==> config.mk <==
export PLATFORM = sky130hd
export DESIGN_NAME = window_limit_violation_segmenter
export DESIGN_NICKNAME = d
export VERILOG_FILES = /design/src/sv/wlvs_pkg.sv /design/src/sv/wlvs_front.sv /design/src/sv/wlvs_queue.sv /design/src/sv/wlvs_back.sv /design/src/sv/window_limit_violation_segmenter.sv
export VERILOG_INCLUDE_DIRS = /design/src /design/src/sv
export SDC_FILE = /design/constraint.sdc
export NUM_CORES = 2
export LEC_CHECK = 0
export BUFFER_PORTS_ARGS = -buffer_cell sky130_fd_sc_hd__buf_2
export CAP_MARGIN = 20
export CORE_MARGIN = 1
export CORE_UTILIZATION = 55
export DETAILED_ROUTE_END_ITERATION = 10
export PLACE_DENSITY = 0.73
export SETUP_SLACK_MARGIN = 0.15
export SLEW_MARGIN = 10
export SYNTH_ARGS = -nofsm -noshare
export SYNTH_HDL_FRONTEND = slang
export SYNTH_SLANG_ARGS = --single-unit
==> constraint.sdc <==
create_clock -name clk_i -period 43 [get_ports clk_i]
set_input_delay 8.6 -clock clk_i [delete_from_list [all_inputs] [get_ports clk_i]]
set_output_delay 8.6 -clock clk_i [all_outputs]
set_load 0.01 [all_outputs]
==> src/sv/assert_macros.svh <==
// Assertion helpers, clocked on clk_i and disabled while rst_ni is low.
`ifndef ASSERT_MACROS_SVH
`define ASSERT_MACROS_SVH

`define ASSERT_ALWAYS(lbl, expr, msg) \
  lbl: assert property (@(posedge clk_i) disable iff (!rst_ni) (expr)) else $error(msg);

`define ASSERT_IMPLIES(lbl, ante, cons, msg) \
  `ASSERT_ALWAYS(lbl, (ante) |-> (cons), msg)

`endif

==> src/sv/wlvs_pkg.sv <==
package wlvs_pkg;

  localparam int unsigned SAMPLE_WIDTH = 32;
  localparam int unsigned INDEX_WIDTH  = 48;
  localparam int unsigned TIME_WIDTH   = 64;
  localparam int unsigned QUEUE_DEPTH  = 4;
  localparam int unsigned CFG_IDX_W    = 2;

  typedef enum logic [CFG_IDX_W-1:0] {
    CFG_LOW_LIMIT  = 2'd0,
    CFG_HIGH_LIMIT = 2'd1,
    CFG_ROW_OFFSET = 2'd2
  } cfg_index_e;

  localparam logic REC_SEGMENT = 1'b0;
  localparam logic REC_SUMMARY = 1'b1;

  typedef enum logic {
    PH_SEGMENT,
    PH_SUMMARY
  } back_phase_e;

  typedef struct packed {
    logic full;
    logic empty;
  } q_status_t;

endpackage

==> src/sv/wlvs_front.sv <==
module wlvs_front #(
  parameter int unsigned S = 32,
  parameter int unsigned I = 48,
  parameter int unsigned T = 64,
  parameter int unsigned CFG_W = (S > I) ? S : I,
  parameter int unsigned JOB_W = 2 + 4 * I + 2 * T + 4 * S
) (
  input  logic                           clk_i,
  input  logic                           rst_ni,
  input  logic                           cfg_we_i,
  input  logic [wlvs_pkg::CFG_IDX_W-1:0] cfg_index_i,
  input  logic [CFG_W-1:0]               cfg_data_i,
  input  logic                           in_valid_i,
  output logic                           in_ready_o,
  input  logic [S-1:0]                   sample_value_i,
  input  logic [T-1:0]                   sample_time_i,
  input  logic                           sample_invalid_i,
  input  logic                           last_sample_i,
  input  wlvs_pkg::q_status_t            q_stat_i,
  output logic                           push_o,
  output logic [JOB_W-1:0]               job_o
);
  import wlvs_pkg::*;

  typedef struct packed {
    logic         seg_valid;
    logic         sum_valid;
    logic [I-1:0] first_index;
    logic [I-1:0] final_index;
    logic [T-1:0] first_time;
    logic [T-1:0] final_time;
    logic [S-1:0] seg_min;
    logic [S-1:0] seg_max;
    logic [S-1:0] sum_min;
    logic [S-1:0] sum_max;
    logic [I-1:0] point_total;
    logic [I-1:0] violation_total;
  } job_t;

  logic [S-1:0] low_q, high_q;
  logic [I-1:0] offset_q;

  logic         in_run_q, in_run_d;
  logic [I-1:0] row_q, row_d, vc_q, vc_d;
  logic [I-1:0] rs_idx_q, rs_idx_d, re_idx_q, re_idx_d;
  logic [T-1:0] rs_time_q, rs_time_d, re_time_q, re_time_d;
  logic [S-1:0] rmin_q, rmin_d, rmax_q, rmax_d;
  logic [S-1:0] omin_q, omin_d, omax_q, omax_d;

  logic [I-1:0] idx;
  logic         viol, accept, emit_seg, any;
  job_t         job;

  assign in_ready_o = !q_stat_i.full;
  assign accept     = in_valid_i && in_ready_o;

  always_comb begin
    idx  = offset_q + row_q;
    viol = !sample_invalid_i &&
           (($signed(sample_value_i) < $signed(low_q)) ||
            ($signed(high_q) < $signed(sample_value_i)));

    row_d     = (row_q == '1) ? row_q : row_q + I'(1);
    vc_d      = vc_q;
    omin_d    = omin_q;
    omax_d    = omax_q;
    rs_idx_d  = rs_idx_q;
    re_idx_d  = re_idx_q;
    rs_time_d = rs_time_q;
    re_time_d = re_time_q;
    rmin_d    = rmin_q;
    rmax_d    = rmax_q;

    if (viol) begin
      if (vc_q == '0) begin
        omin_d = sample_value_i;
        omax_d = sample_value_i;
      end else begin
        if ($signed(sample_value_i) < $signed(omin_q)) omin_d = sample_value_i;
        if ($signed(omax_q) < $signed(sample_value_i)) omax_d = sample_value_i;
      end
      vc_d = (vc_q == '1) ? vc_q : vc_q + I'(1);
      if (in_run_q) begin
        re_idx_d  = idx;
        re_time_d = sample_time_i;
        if ($signed(sample_value_i) < $signed(rmin_q)) rmin_d = sample_value_i;
        if ($signed(rmax_q) < $signed(sample_value_i)) rmax_d = sample_value_i;
      end else begin
        rs_idx_d  = idx;
        re_idx_d  = idx;
        rs_time_d = sample_time_i;
        re_time_d = sample_time_i;
        rmin_d    = sample_value_i;
        rmax_d    = sample_value_i;
      end
    end

    // a run closes on the first non-violating beat (in range or invalid) or at end of stream
    emit_seg = (in_run_q || viol) && (!viol || last_sample_i);
    in_run_d = (in_run_q || viol) && !emit_seg;
    any      = vc_d != '0;

    job.seg_valid       = emit_seg;
    job.sum_valid       = last_sample_i;
    job.first_index     = rs_idx_d;
    job.final_index     = re_idx_d;
    job.first_time      = rs_time_d;
    job.final_time      = re_time_d;
    job.seg_min         = rmin_d;
    job.seg_max         = rmax_d;
    job.sum_min         = any ? omin_d : '0;
    job.sum_max         = any ? omax_d : '0;
    job.point_total     = row_d;
    job.violation_total = vc_d;
  end

  assign push_o = accept && (emit_seg || last_sample_i);
  assign job_o  = job;

  always_ff @(posedge clk_i or negedge rst_ni) begin
    if (!rst_ni) begin
      low_q    <= {1'b1, {(S - 1){1'b0}}};
      high_q   <= {1'b0, {(S - 1){1'b1}}};
      offset_q <= '0;
    end else if (cfg_we_i) begin
      case (cfg_index_i)
        CFG_LOW_LIMIT:  low_q    <= cfg_data_i[S-1:0];
        CFG_HIGH_LIMIT: high_q   <= cfg_data_i[S-1:0];
        CFG_ROW_OFFSET: offset_q <= cfg_data_i[I-1:0];
        default: ;
      endcase
    end
  end

  always_ff @(posedge clk_i or negedge rst_ni) begin
    if (!rst_ni) begin
      in_run_q <= 1'b0;
      row_q    <= '0;
      vc_q     <= '0;
    end else if (accept) begin
      if (last_sample_i) begin
        in_run_q <= 1'b0;
        row_q    <= '0;
        vc_q     <= '0;
      end else begin
        in_run_q <= in_run_d;
        row_q    <= row_d;
        vc_q     <= vc_d;
      end
    end
  end

  // only read once the run or the violation count says they are set
  always_ff @(posedge clk_i) begin
    if (accept) begin
      rs_idx_q  <= rs_idx_d;
      re_idx_q  <= re_idx_d;
      rs_time_q <= rs_time_d;
      re_time_q <= re_time_d;
      rmin_q    <= rmin_d;
      rmax_q    <= rmax_d;
      omin_q    <= omin_d;
      omax_q    <= omax_d;
    end
  end

endmodule

==> src/sv/wlvs_queue.sv <==
`include "assert_macros.svh"

module wlvs_queue #(
  parameter int unsigned WIDTH = 8,
  parameter int unsigned DEPTH = 4
) (
  input  logic                clk_i,
  input  logic                rst_ni,
  input  logic                push_i,
  input  logic [WIDTH-1:0]    wdata_i,
  input  logic                pop_i,
  output logic [WIDTH-1:0]    rdata_o,
  output wlvs_pkg::q_status_t stat_o
);
  import wlvs_pkg::*;

  localparam int unsigned AW = (DEPTH > 1) ? $clog2(DEPTH) : 1;
  localparam int unsigned CW = $clog2(DEPTH + 1);

  logic [WIDTH-1:0] mem [DEPTH];
  logic [AW-1:0]    wr_q, rd_q;
  logic [CW-1:0]    cnt_q;

  assign stat_o.full  = cnt_q == CW'(DEPTH);
  assign stat_o.empty = cnt_q == '0;
  assign rdata_o      = mem[rd_q];

  always_ff @(posedge clk_i) begin
    if (push_i) mem[wr_q] <= wdata_i;
  end

  always_ff @(posedge clk_i or negedge rst_ni) begin
    if (!rst_ni) begin
      wr_q  <= '0;
      rd_q  <= '0;
      cnt_q <= '0;
    end else begin
      if (push_i) wr_q <= (wr_q == AW'(DEPTH - 1)) ? '0 : wr_q + AW'(1);
      if (pop_i)  rd_q <= (rd_q == AW'(DEPTH - 1)) ? '0 : rd_q + AW'(1);
      if (push_i && !pop_i)      cnt_q <= cnt_q + CW'(1);
      else if (pop_i && !push_i) cnt_q <= cnt_q - CW'(1);
    end
  end

  `ASSERT_ALWAYS(a_no_overflow, !(push_i && stat_o.full), "push into full queue")
  `ASSERT_ALWAYS(a_no_underflow, !(pop_i && stat_o.empty), "pop from empty queue")

endmodule

==> src/sv/wlvs_back.sv <==
`include "assert_macros.svh"

module wlvs_back #(
  parameter int unsigned S = 32,
  parameter int unsigned I = 48,
  parameter int unsigned T = 64,
  parameter int unsigned JOB_W = 2 + 4 * I + 2 * T + 4 * S,
  parameter int unsigned OUT_W = ((4 * I + 2 * T + 2 * S + 1 + 7) / 8) * 8
) (
  input  logic             clk_i,
  input  logic             rst_ni,
  input  logic             head_valid_i,
  input  logic [JOB_W-1:0] head_i,
  output logic             pop_o,
  output logic             m_axis_tvalid,
  input  logic             m_axis_tready,
  output logic [OUT_W-1:0] m_axis_tdata,
  output logic             m_axis_tuser,
  output logic             m_axis_tlast
);
  import wlvs_pkg::*;

  typedef struct packed {
    logic         seg_valid;
    logic         sum_valid;
    logic [I-1:0] first_index;
    logic [I-1:0] final_index;
    logic [T-1:0] first_time;
    logic [T-1:0] final_time;
    logic [S-1:0] seg_min;
    logic [S-1:0] seg_max;
    logic [S-1:0] sum_min;
    logic [S-1:0] sum_max;
    logic [I-1:0] point_total;
    logic [I-1:0] violation_total;
  } job_t;

  job_t        head;
  back_phase_e phase_q, phase_d;
  logic        load, sel_sum, out_vld_q;

  logic         kind_q, last_q, any_q;
  logic [I-1:0] fi_q, li_q, pt_q, vt_q;
  logic [T-1:0] ft_q, lt_q;
  logic [S-1:0] lo_q, hi_q;

  assign head = job_t'(head_i);
  assign load = head_valid_i && (!out_vld_q || m_axis_tready);

  always_comb begin
    phase_d = phase_q;
    sel_sum = (phase_q == PH_SUMMARY) || !head.seg_valid;
    unique case (phase_q)
      PH_SEGMENT: if (load && head.seg_valid && head.sum_valid) phase_d = PH_SUMMARY;
      PH_SUMMARY: if (load) phase_d = PH_SEGMENT;
      default:    phase_d = PH_SEGMENT;
    endcase
    pop_o = load && (sel_sum || !head.sum_valid);
  end

  always_ff @(posedge clk_i or negedge rst_ni) begin
    if (!rst_ni) begin
      phase_q   <= PH_SEGMENT;
      out_vld_q <= 1'b0;
    end else begin
      phase_q <= phase_d;
      if (load)               out_vld_q <= 1'b1;
      else if (m_axis_tready) out_vld_q <= 1'b0;
    end
  end

  always_ff @(posedge clk_i) begin
    if (load) begin
      kind_q <= sel_sum ? REC_SUMMARY : REC_SEGMENT;
      fi_q   <= sel_sum ? '0 : head.first_index;
      li_q   <= sel_sum ? '0 : head.final_index;
      ft_q   <= sel_sum ? '0 : head.first_time;
      lt_q   <= sel_sum ? '0 : head.final_time;
      lo_q   <= sel_sum ? head.sum_min : head.seg_min;
      hi_q   <= sel_sum ? head.sum_max : head.seg_max;
      pt_q   <= head.point_total;
      vt_q   <= head.violation_total;
      any_q  <= head.violation_total != '0;
      last_q <= sel_sum || !head.sum_valid;
    end
  end

  assign m_axis_tvalid = out_vld_q;
  assign m_axis_tuser  = kind_q;
  assign m_axis_tlast  = last_q;
  assign m_axis_tdata  = OUT_W'({any_q, vt_q, pt_q, hi_q, lo_q, lt_q, ft_q, li_q, fi_q});

  `ASSERT_IMPLIES(a_phase_head, phase_q == PH_SUMMARY, head_valid_i && head.sum_valid, "summary pending without queued job")
  `ASSERT_IMPLIES(a_phase_out, phase_q == PH_SUMMARY, out_vld_q && kind_q == REC_SEGMENT && !last_q, "segment beat not ahead of summary")
  `ASSERT_IMPLIES(a_sum_last, out_vld_q && kind_q == REC_SUMMARY, last_q, "summary beat without tlast")

endmodule

==> src/sv/window_limit_violation_segmenter.sv <==
// Path: an accepted beat is written into the job queue, then loaded into the output register.
// Throughput: one input beat per cycle while the job queue is not full; a beat that
// closes a segment and ends the stream gives two output beats, segment then summary.
// A 4-entry job queue decouples the compare/run stage from the record output.
// Reset: run and counters cleared, limits open to the full signed range,
// row offset 0; end of stream clears run and counters again.
module window_limit_violation_segmenter #(
  parameter int unsigned SAMPLE_WIDTH = wlvs_pkg::SAMPLE_WIDTH,
  parameter int unsigned INDEX_WIDTH  = wlvs_pkg::INDEX_WIDTH,
  parameter int unsigned TIME_WIDTH   = wlvs_pkg::TIME_WIDTH,
  parameter int unsigned QUEUE_DEPTH  = wlvs_pkg::QUEUE_DEPTH,
  parameter int unsigned CFG_W  = (SAMPLE_WIDTH > INDEX_WIDTH) ? SAMPLE_WIDTH : INDEX_WIDTH,
  parameter int unsigned IN_W   = ((SAMPLE_WIDTH + TIME_WIDTH + 7) / 8) * 8,
  parameter int unsigned OUT_W  =
    ((4 * INDEX_WIDTH + 2 * TIME_WIDTH + 2 * SAMPLE_WIDTH + 1 + 7) / 8) * 8
) (
  input  logic                           clk_i,
  input  logic                           rst_ni,
  input  logic                           cfg_we_i,
  input  logic [wlvs_pkg::CFG_IDX_W-1:0] cfg_index_i,
  input  logic [CFG_W-1:0]               cfg_data_i,
  input  logic                           s_axis_tvalid,
  output logic                           s_axis_tready,
  // sample_value, sample_time
  input  logic [IN_W-1:0]                s_axis_tdata,
  // sample_invalid
  input  logic                           s_axis_tuser,
  input  logic                           s_axis_tlast,
  output logic                           m_axis_tvalid,
  input  logic                           m_axis_tready,
  // first_index, final_index, first_time, final_time, low_value, high_value,
  // point_total, violation_total, any_violation
  output logic [OUT_W-1:0]               m_axis_tdata,
  // record_kind
  output logic                           m_axis_tuser,
  output logic                           m_axis_tlast
);
  import wlvs_pkg::*;

  localparam int unsigned JOB_W = 2 + 4 * INDEX_WIDTH + 2 * TIME_WIDTH + 4 * SAMPLE_WIDTH;

  logic [JOB_W-1:0] push_job, head_job;
  logic             push, pop;
  q_status_t        q_stat;

  wlvs_front #(
    .S(SAMPLE_WIDTH), .I(INDEX_WIDTH), .T(TIME_WIDTH), .CFG_W(CFG_W), .JOB_W(JOB_W)
  ) u_front (
    .clk_i,
    .rst_ni,
    .cfg_we_i,
    .cfg_index_i,
    .cfg_data_i,
    .in_valid_i       (s_axis_tvalid),
    .in_ready_o       (s_axis_tready),
    .sample_value_i   (s_axis_tdata[SAMPLE_WIDTH-1:0]),
    .sample_time_i    (s_axis_tdata[SAMPLE_WIDTH+TIME_WIDTH-1:SAMPLE_WIDTH]),
    .sample_invalid_i (s_axis_tuser),
    .last_sample_i    (s_axis_tlast),
    .q_stat_i         (q_stat),
    .push_o           (push),
    .job_o            (push_job)
  );

  wlvs_queue #(.WIDTH(JOB_W), .DEPTH(QUEUE_DEPTH)) u_queue (
    .clk_i,
    .rst_ni,
    .push_i  (push),
    .wdata_i (push_job),
    .pop_i   (pop),
    .rdata_o (head_job),
    .stat_o  (q_stat)
  );

  wlvs_back #(
    .S(SAMPLE_WIDTH), .I(INDEX_WIDTH), .T(TIME_WIDTH), .JOB_W(JOB_W), .OUT_W(OUT_W)
  ) u_back (
    .clk_i,
    .rst_ni,
    .head_valid_i (!q_stat.empty),
    .head_i       (head_job),
    .pop_o        (pop),
    .m_axis_tvalid,
    .m_axis_tready,
    .m_axis_tdata,
    .m_axis_tuser,
    .m_axis_tlast
  );

endmodule

==> summary.txt <==
Detailed routing
  – 1st-iter DRT viols: 6609
  – Post-route ant nets: 0
  – DR pass1 iterations: 6
  – Post-route DRC: 0
  – DR vias: 60300
  – Vias per inst: 6.08
  – Wire per inst: 27.0 um
  – Total Wirelength: 268000 um

Pwr
  – Power per cell area: 70.8 nW/um^2
  – Combinational share of power: 27.2%
  – VDD IR-drop max: 0.0699 mV
  – NetSw: 2.74 mW
  – Switch share: 30.5%
  – Clock network power share: 26.7%
  – Lkg Pwr: 46.4 nW
  – Sequential share of power: 46.1%
  – Internal: 6.23 mW

Global routing
  – Grt ovf: 0
  – Tot GR Track Use: 26.0%
  – Initial antenna violation count: 49
  – Vias in the first global route: 59800
  – First-pass GRT wire length: 394000 um
  – Largest net degree at the start of global routing: 151

Clock network
  – CTS Buf Count: 292
  – Post-CTS Hold Buffers: 0
  – Postcts setup bufs: 0
  – CTS tree: built
  – Clock insertion delay at the later pin of the skew report: 0.95 ns
  – Clock transition at path regs: 0.06 ns
  – Root Buffer: clkbuf_16
  – CTS max path bufs: 4
  – PostCTS Resize Cnt: 0
  – Clk sinks: 2757
  – Max H-tree Level: 5

Place
  – Cell total after placement: 9397
  – Post-Place Worst Slack: 27.25 ns
  – Area post-placement: 118000 um^2
  – DP HPWL: 168000 um
  – GPL Wtd Cong: 0.905
  – Port bufs: 541

Layout
  – Area added between synthesis and finish: 13.2%
  – Layout cells sized above 1: 23.8%
  – Finished layout cell area: 127000 um^2
  – Non-filler instance count after layout: 9914
  – Most frequent cells in the layout: edfxtp_1, nand2_1, buf_2
  – Fillcell total: 14000
  – Most common cell after layout, fill and taps aside: edfxtp_1
  – Final Net Count: 7416

Yosys
  – Yosys warns: 0
  – Synth Area in XOR/XNOR: 1.17%
  – Adder-cell share of the synthesized area: 2.74%
  – Synth Register Bits: 2757
  – Gate Count Post-Synth: 6434
  – Fraction of registers with async set/reset: 7.91%
  – Top_reg_cell synth: edfxtp_1
  – Post-Synth Simple-Gate Area: 5.80%
  – Synth Area in Compound Gates: 3.82%
  – Synth unique cells: 79
  – Sequential share of the synthesized area: 73.0%
  – Synthesized area per cell: 17.4 um^2
  – Main combinational cell family by area after synthesis: multiplexers
  – Synthesized area: 112000 um^2
  – EDFF count, synth: 2539
  – Post-synthesis mux area share: 11.7%

Worst setup path
  – Most used cell, CP: buf_4
  – CP startpoint kind: input pin
  – Crit-path slowest cell: and2_4
  – Worst setup EP type: flip-flop
  – Crit path max fanout: 150
  – Depth of the worst register-to-register path: 16
  – Worst Path Required: 43.53 ns
  – Number of stages on the worst setup path: 18
  – Critical path class: input pin to flip-flop
  – Worst path top cell family by delay: buffers and inverters
  – Slowest cell delay on critical path: 0.80 ns
  – Worst Path Arrival: 15.34 ns
  – Crit path cell chain: buf_2 > inv_1 > ha_1 > a21oi_1 > o21ai_0 > a221oi_1 > a222oi_1 > o21ai_1 > buf_4 > nor2_1 > nor2_4 > nand2_1 > o21ai_0 > o21a_1 > and2_4 > buf_12 > buf_4 > buf_4
  – Buffer and inverter count on the worst path: 6

Floorplan
  – Chip Height: 453 um
  – IO Pins: 549
  – Core Area: 202000 um^2
  – Initial Util: 55.4%
  – Die Width: 453 um
  – Core Rows: 165
  – Total Die Area: 205000 um^2

STA
  – Final hold viol count: 0
  – Setup ws final: 28.19 ns
  – WHS: 0.507 ns
  – Final setup vio count: 0
  – Unrepaired setup endpoints after global routing: no
  – Setup_tns: 0 ns
  – Slew @ Worst Pin: 1.09 ns
  – Final Slew Violations: 0
  – Fin crit period: 14.81 ns
  – Max frequency: 67.5 MHz
  – Final cycle utilization of the critical path: 34.5%
  – Slew headroom: 27.4%
  – Clock Skew: 0.0881 ns

Outcome
  – Status: completed

Flow run
  – Max-cap viol count: 0

Worst hold path
  – Hold Path Stages: 1
  – Hold Crit Class: flip-flop to flip-flop
==> cell usage after synthesis (34+ instances only) <==
cell / count / area [um^2]
a21boi_1: 51 / 383
a21o_1: 86 / 646
a21oi_1: 114 / 571
a22o_1: 34 / 298
and3_1: 249 / 1560
buf_1: 54 / 203
clkbuf_1: 255 / 957
dfrtp_1: 186 / 4650
edfxtp_1: 2539 / 76200
ha_1: 242 / 3030
inv_1: 174 / 653
mux2_2: 185 / 2080
mux2i_1: 93 / 931
mux4_2: 450 / 10100
nand2_1: 709 / 2660
nand3_1: 43 / 215
nand4_1: 57 / 357
nor2_1: 118 / 443
nor3_1: 54 / 270
o21ai_0: 259 / 1300
xnor2_1: 87 / 762
xor2_1: 62 / 543
==> power groups by stage <==
stage | clock (mW) | combinational (mW) | sequential, mW
final | 2.40 | 2.44 | 4.13
after detailed placement | 0 | 2.44 | 4.18
after floorplan | 0 | 1.47 | 4.42
after CTS | 2.43 | 2.46 | 4.14
after global placement | 0 | 2.40 | 4.16
after global routing | 2.53 | 2.62 | 4.18
==> cell type report <==
class / count / area [um^2] / area share, %
Antenna cell: 23 / 57.6 / 0.0454
Clock buffer: 366 / 7750 / 6.12
Clock inverter: 128 / 1230 / 0.975
Inverter: 174 / 666 / 0.525
Multi-Input combinational cell: 3176 / 28400 / 22.4
Sequential cell: 2757 / 81700 / 64.5
Tap cell: 2672 / 3340 / 2.64
Timing Repair Buffer: 618 / 3480 / 2.74
==> routing by layer <==
metal | share of wire (%) | vias up | track usage (%)
met3 | 6.8 | 480 | 4.23
li1 | - | 26300 | -
met5 | 0.047 | - | 0
met2 | 48 | 2510 | 40.8
met4 | 4.1 | 22 | 11.2
met1 | 41 | 31000 | 36.4
==> logic make-up (layout without fill, tap and decap cells) <==
logic type,after synthesis,after routing
other,1,30
flip-flops,2757,2757
AND/OR/NAND/NOR,1371,1371
XOR/XNOR,149,149
multiplexers,728,728
AO/OA/AOI/OAI,677,677
buffers and inverters,507,1286
adder cells (fa/ha/maj),244,244
==> state kept, by name, summed over array words and instances, names as in the netlist, 48 cells and up <==
signal,count
u_front.vc_q,48
u_back.fi_q,48
u_back.li_q,48
u_front.offset_q,48
u_back.lt_q,64
u_front.re_idx_q,48
u_front.rs_idx_q,48
u_front.rs_time_q,64
u_back.pt_q,48
u_back.vt_q,48
u_back.ft_q,64
u_front.row_q,48
u_queue.mem,1800
u_front.re_time_q,64
==> worst paths after layout <==
check,slack (ns),end,start
max,28.19,u_queue.mem[3][439]$_DFFE_PP_,s_axis_tdata[25]
min,0.51,u_queue.cnt_q[2]$_DFFE_PN0P_,u_queue.cnt_q[2]$_DFFE_PN0P_
max reg2reg,35.62,u_queue.mem[3][439]$_DFFE_PP_,u_front.low_q[17]$_DFFE_PN0P_
min reg2reg,0.51,u_queue.cnt_q[2]$_DFFE_PN0P_,u_queue.cnt_q[2]$_DFFE_PN0P_
max in group asynchronous,33.63,u_queue.rd_q[1]$_DFFE_PN0P_,rst_ni
min in group asynchronous,7.74,u_front.low_q[25]$_DFFE_PN0P_,rst_ni
==> per-stage QoR <==
| step | power [mW] | util, % |
|---|---|---|
| floorplan | 5.88 | - |
| CTS | 9.04 | 62.6 |
| global placement | 6.56 | 58.1 |
| detailed placement | 6.63 | 58.2 |
| finish | 8.97 | 62.6 |
| global route | 9.33 | 62.6 |
Note: power is estimated with default switching activity, not from simulation.
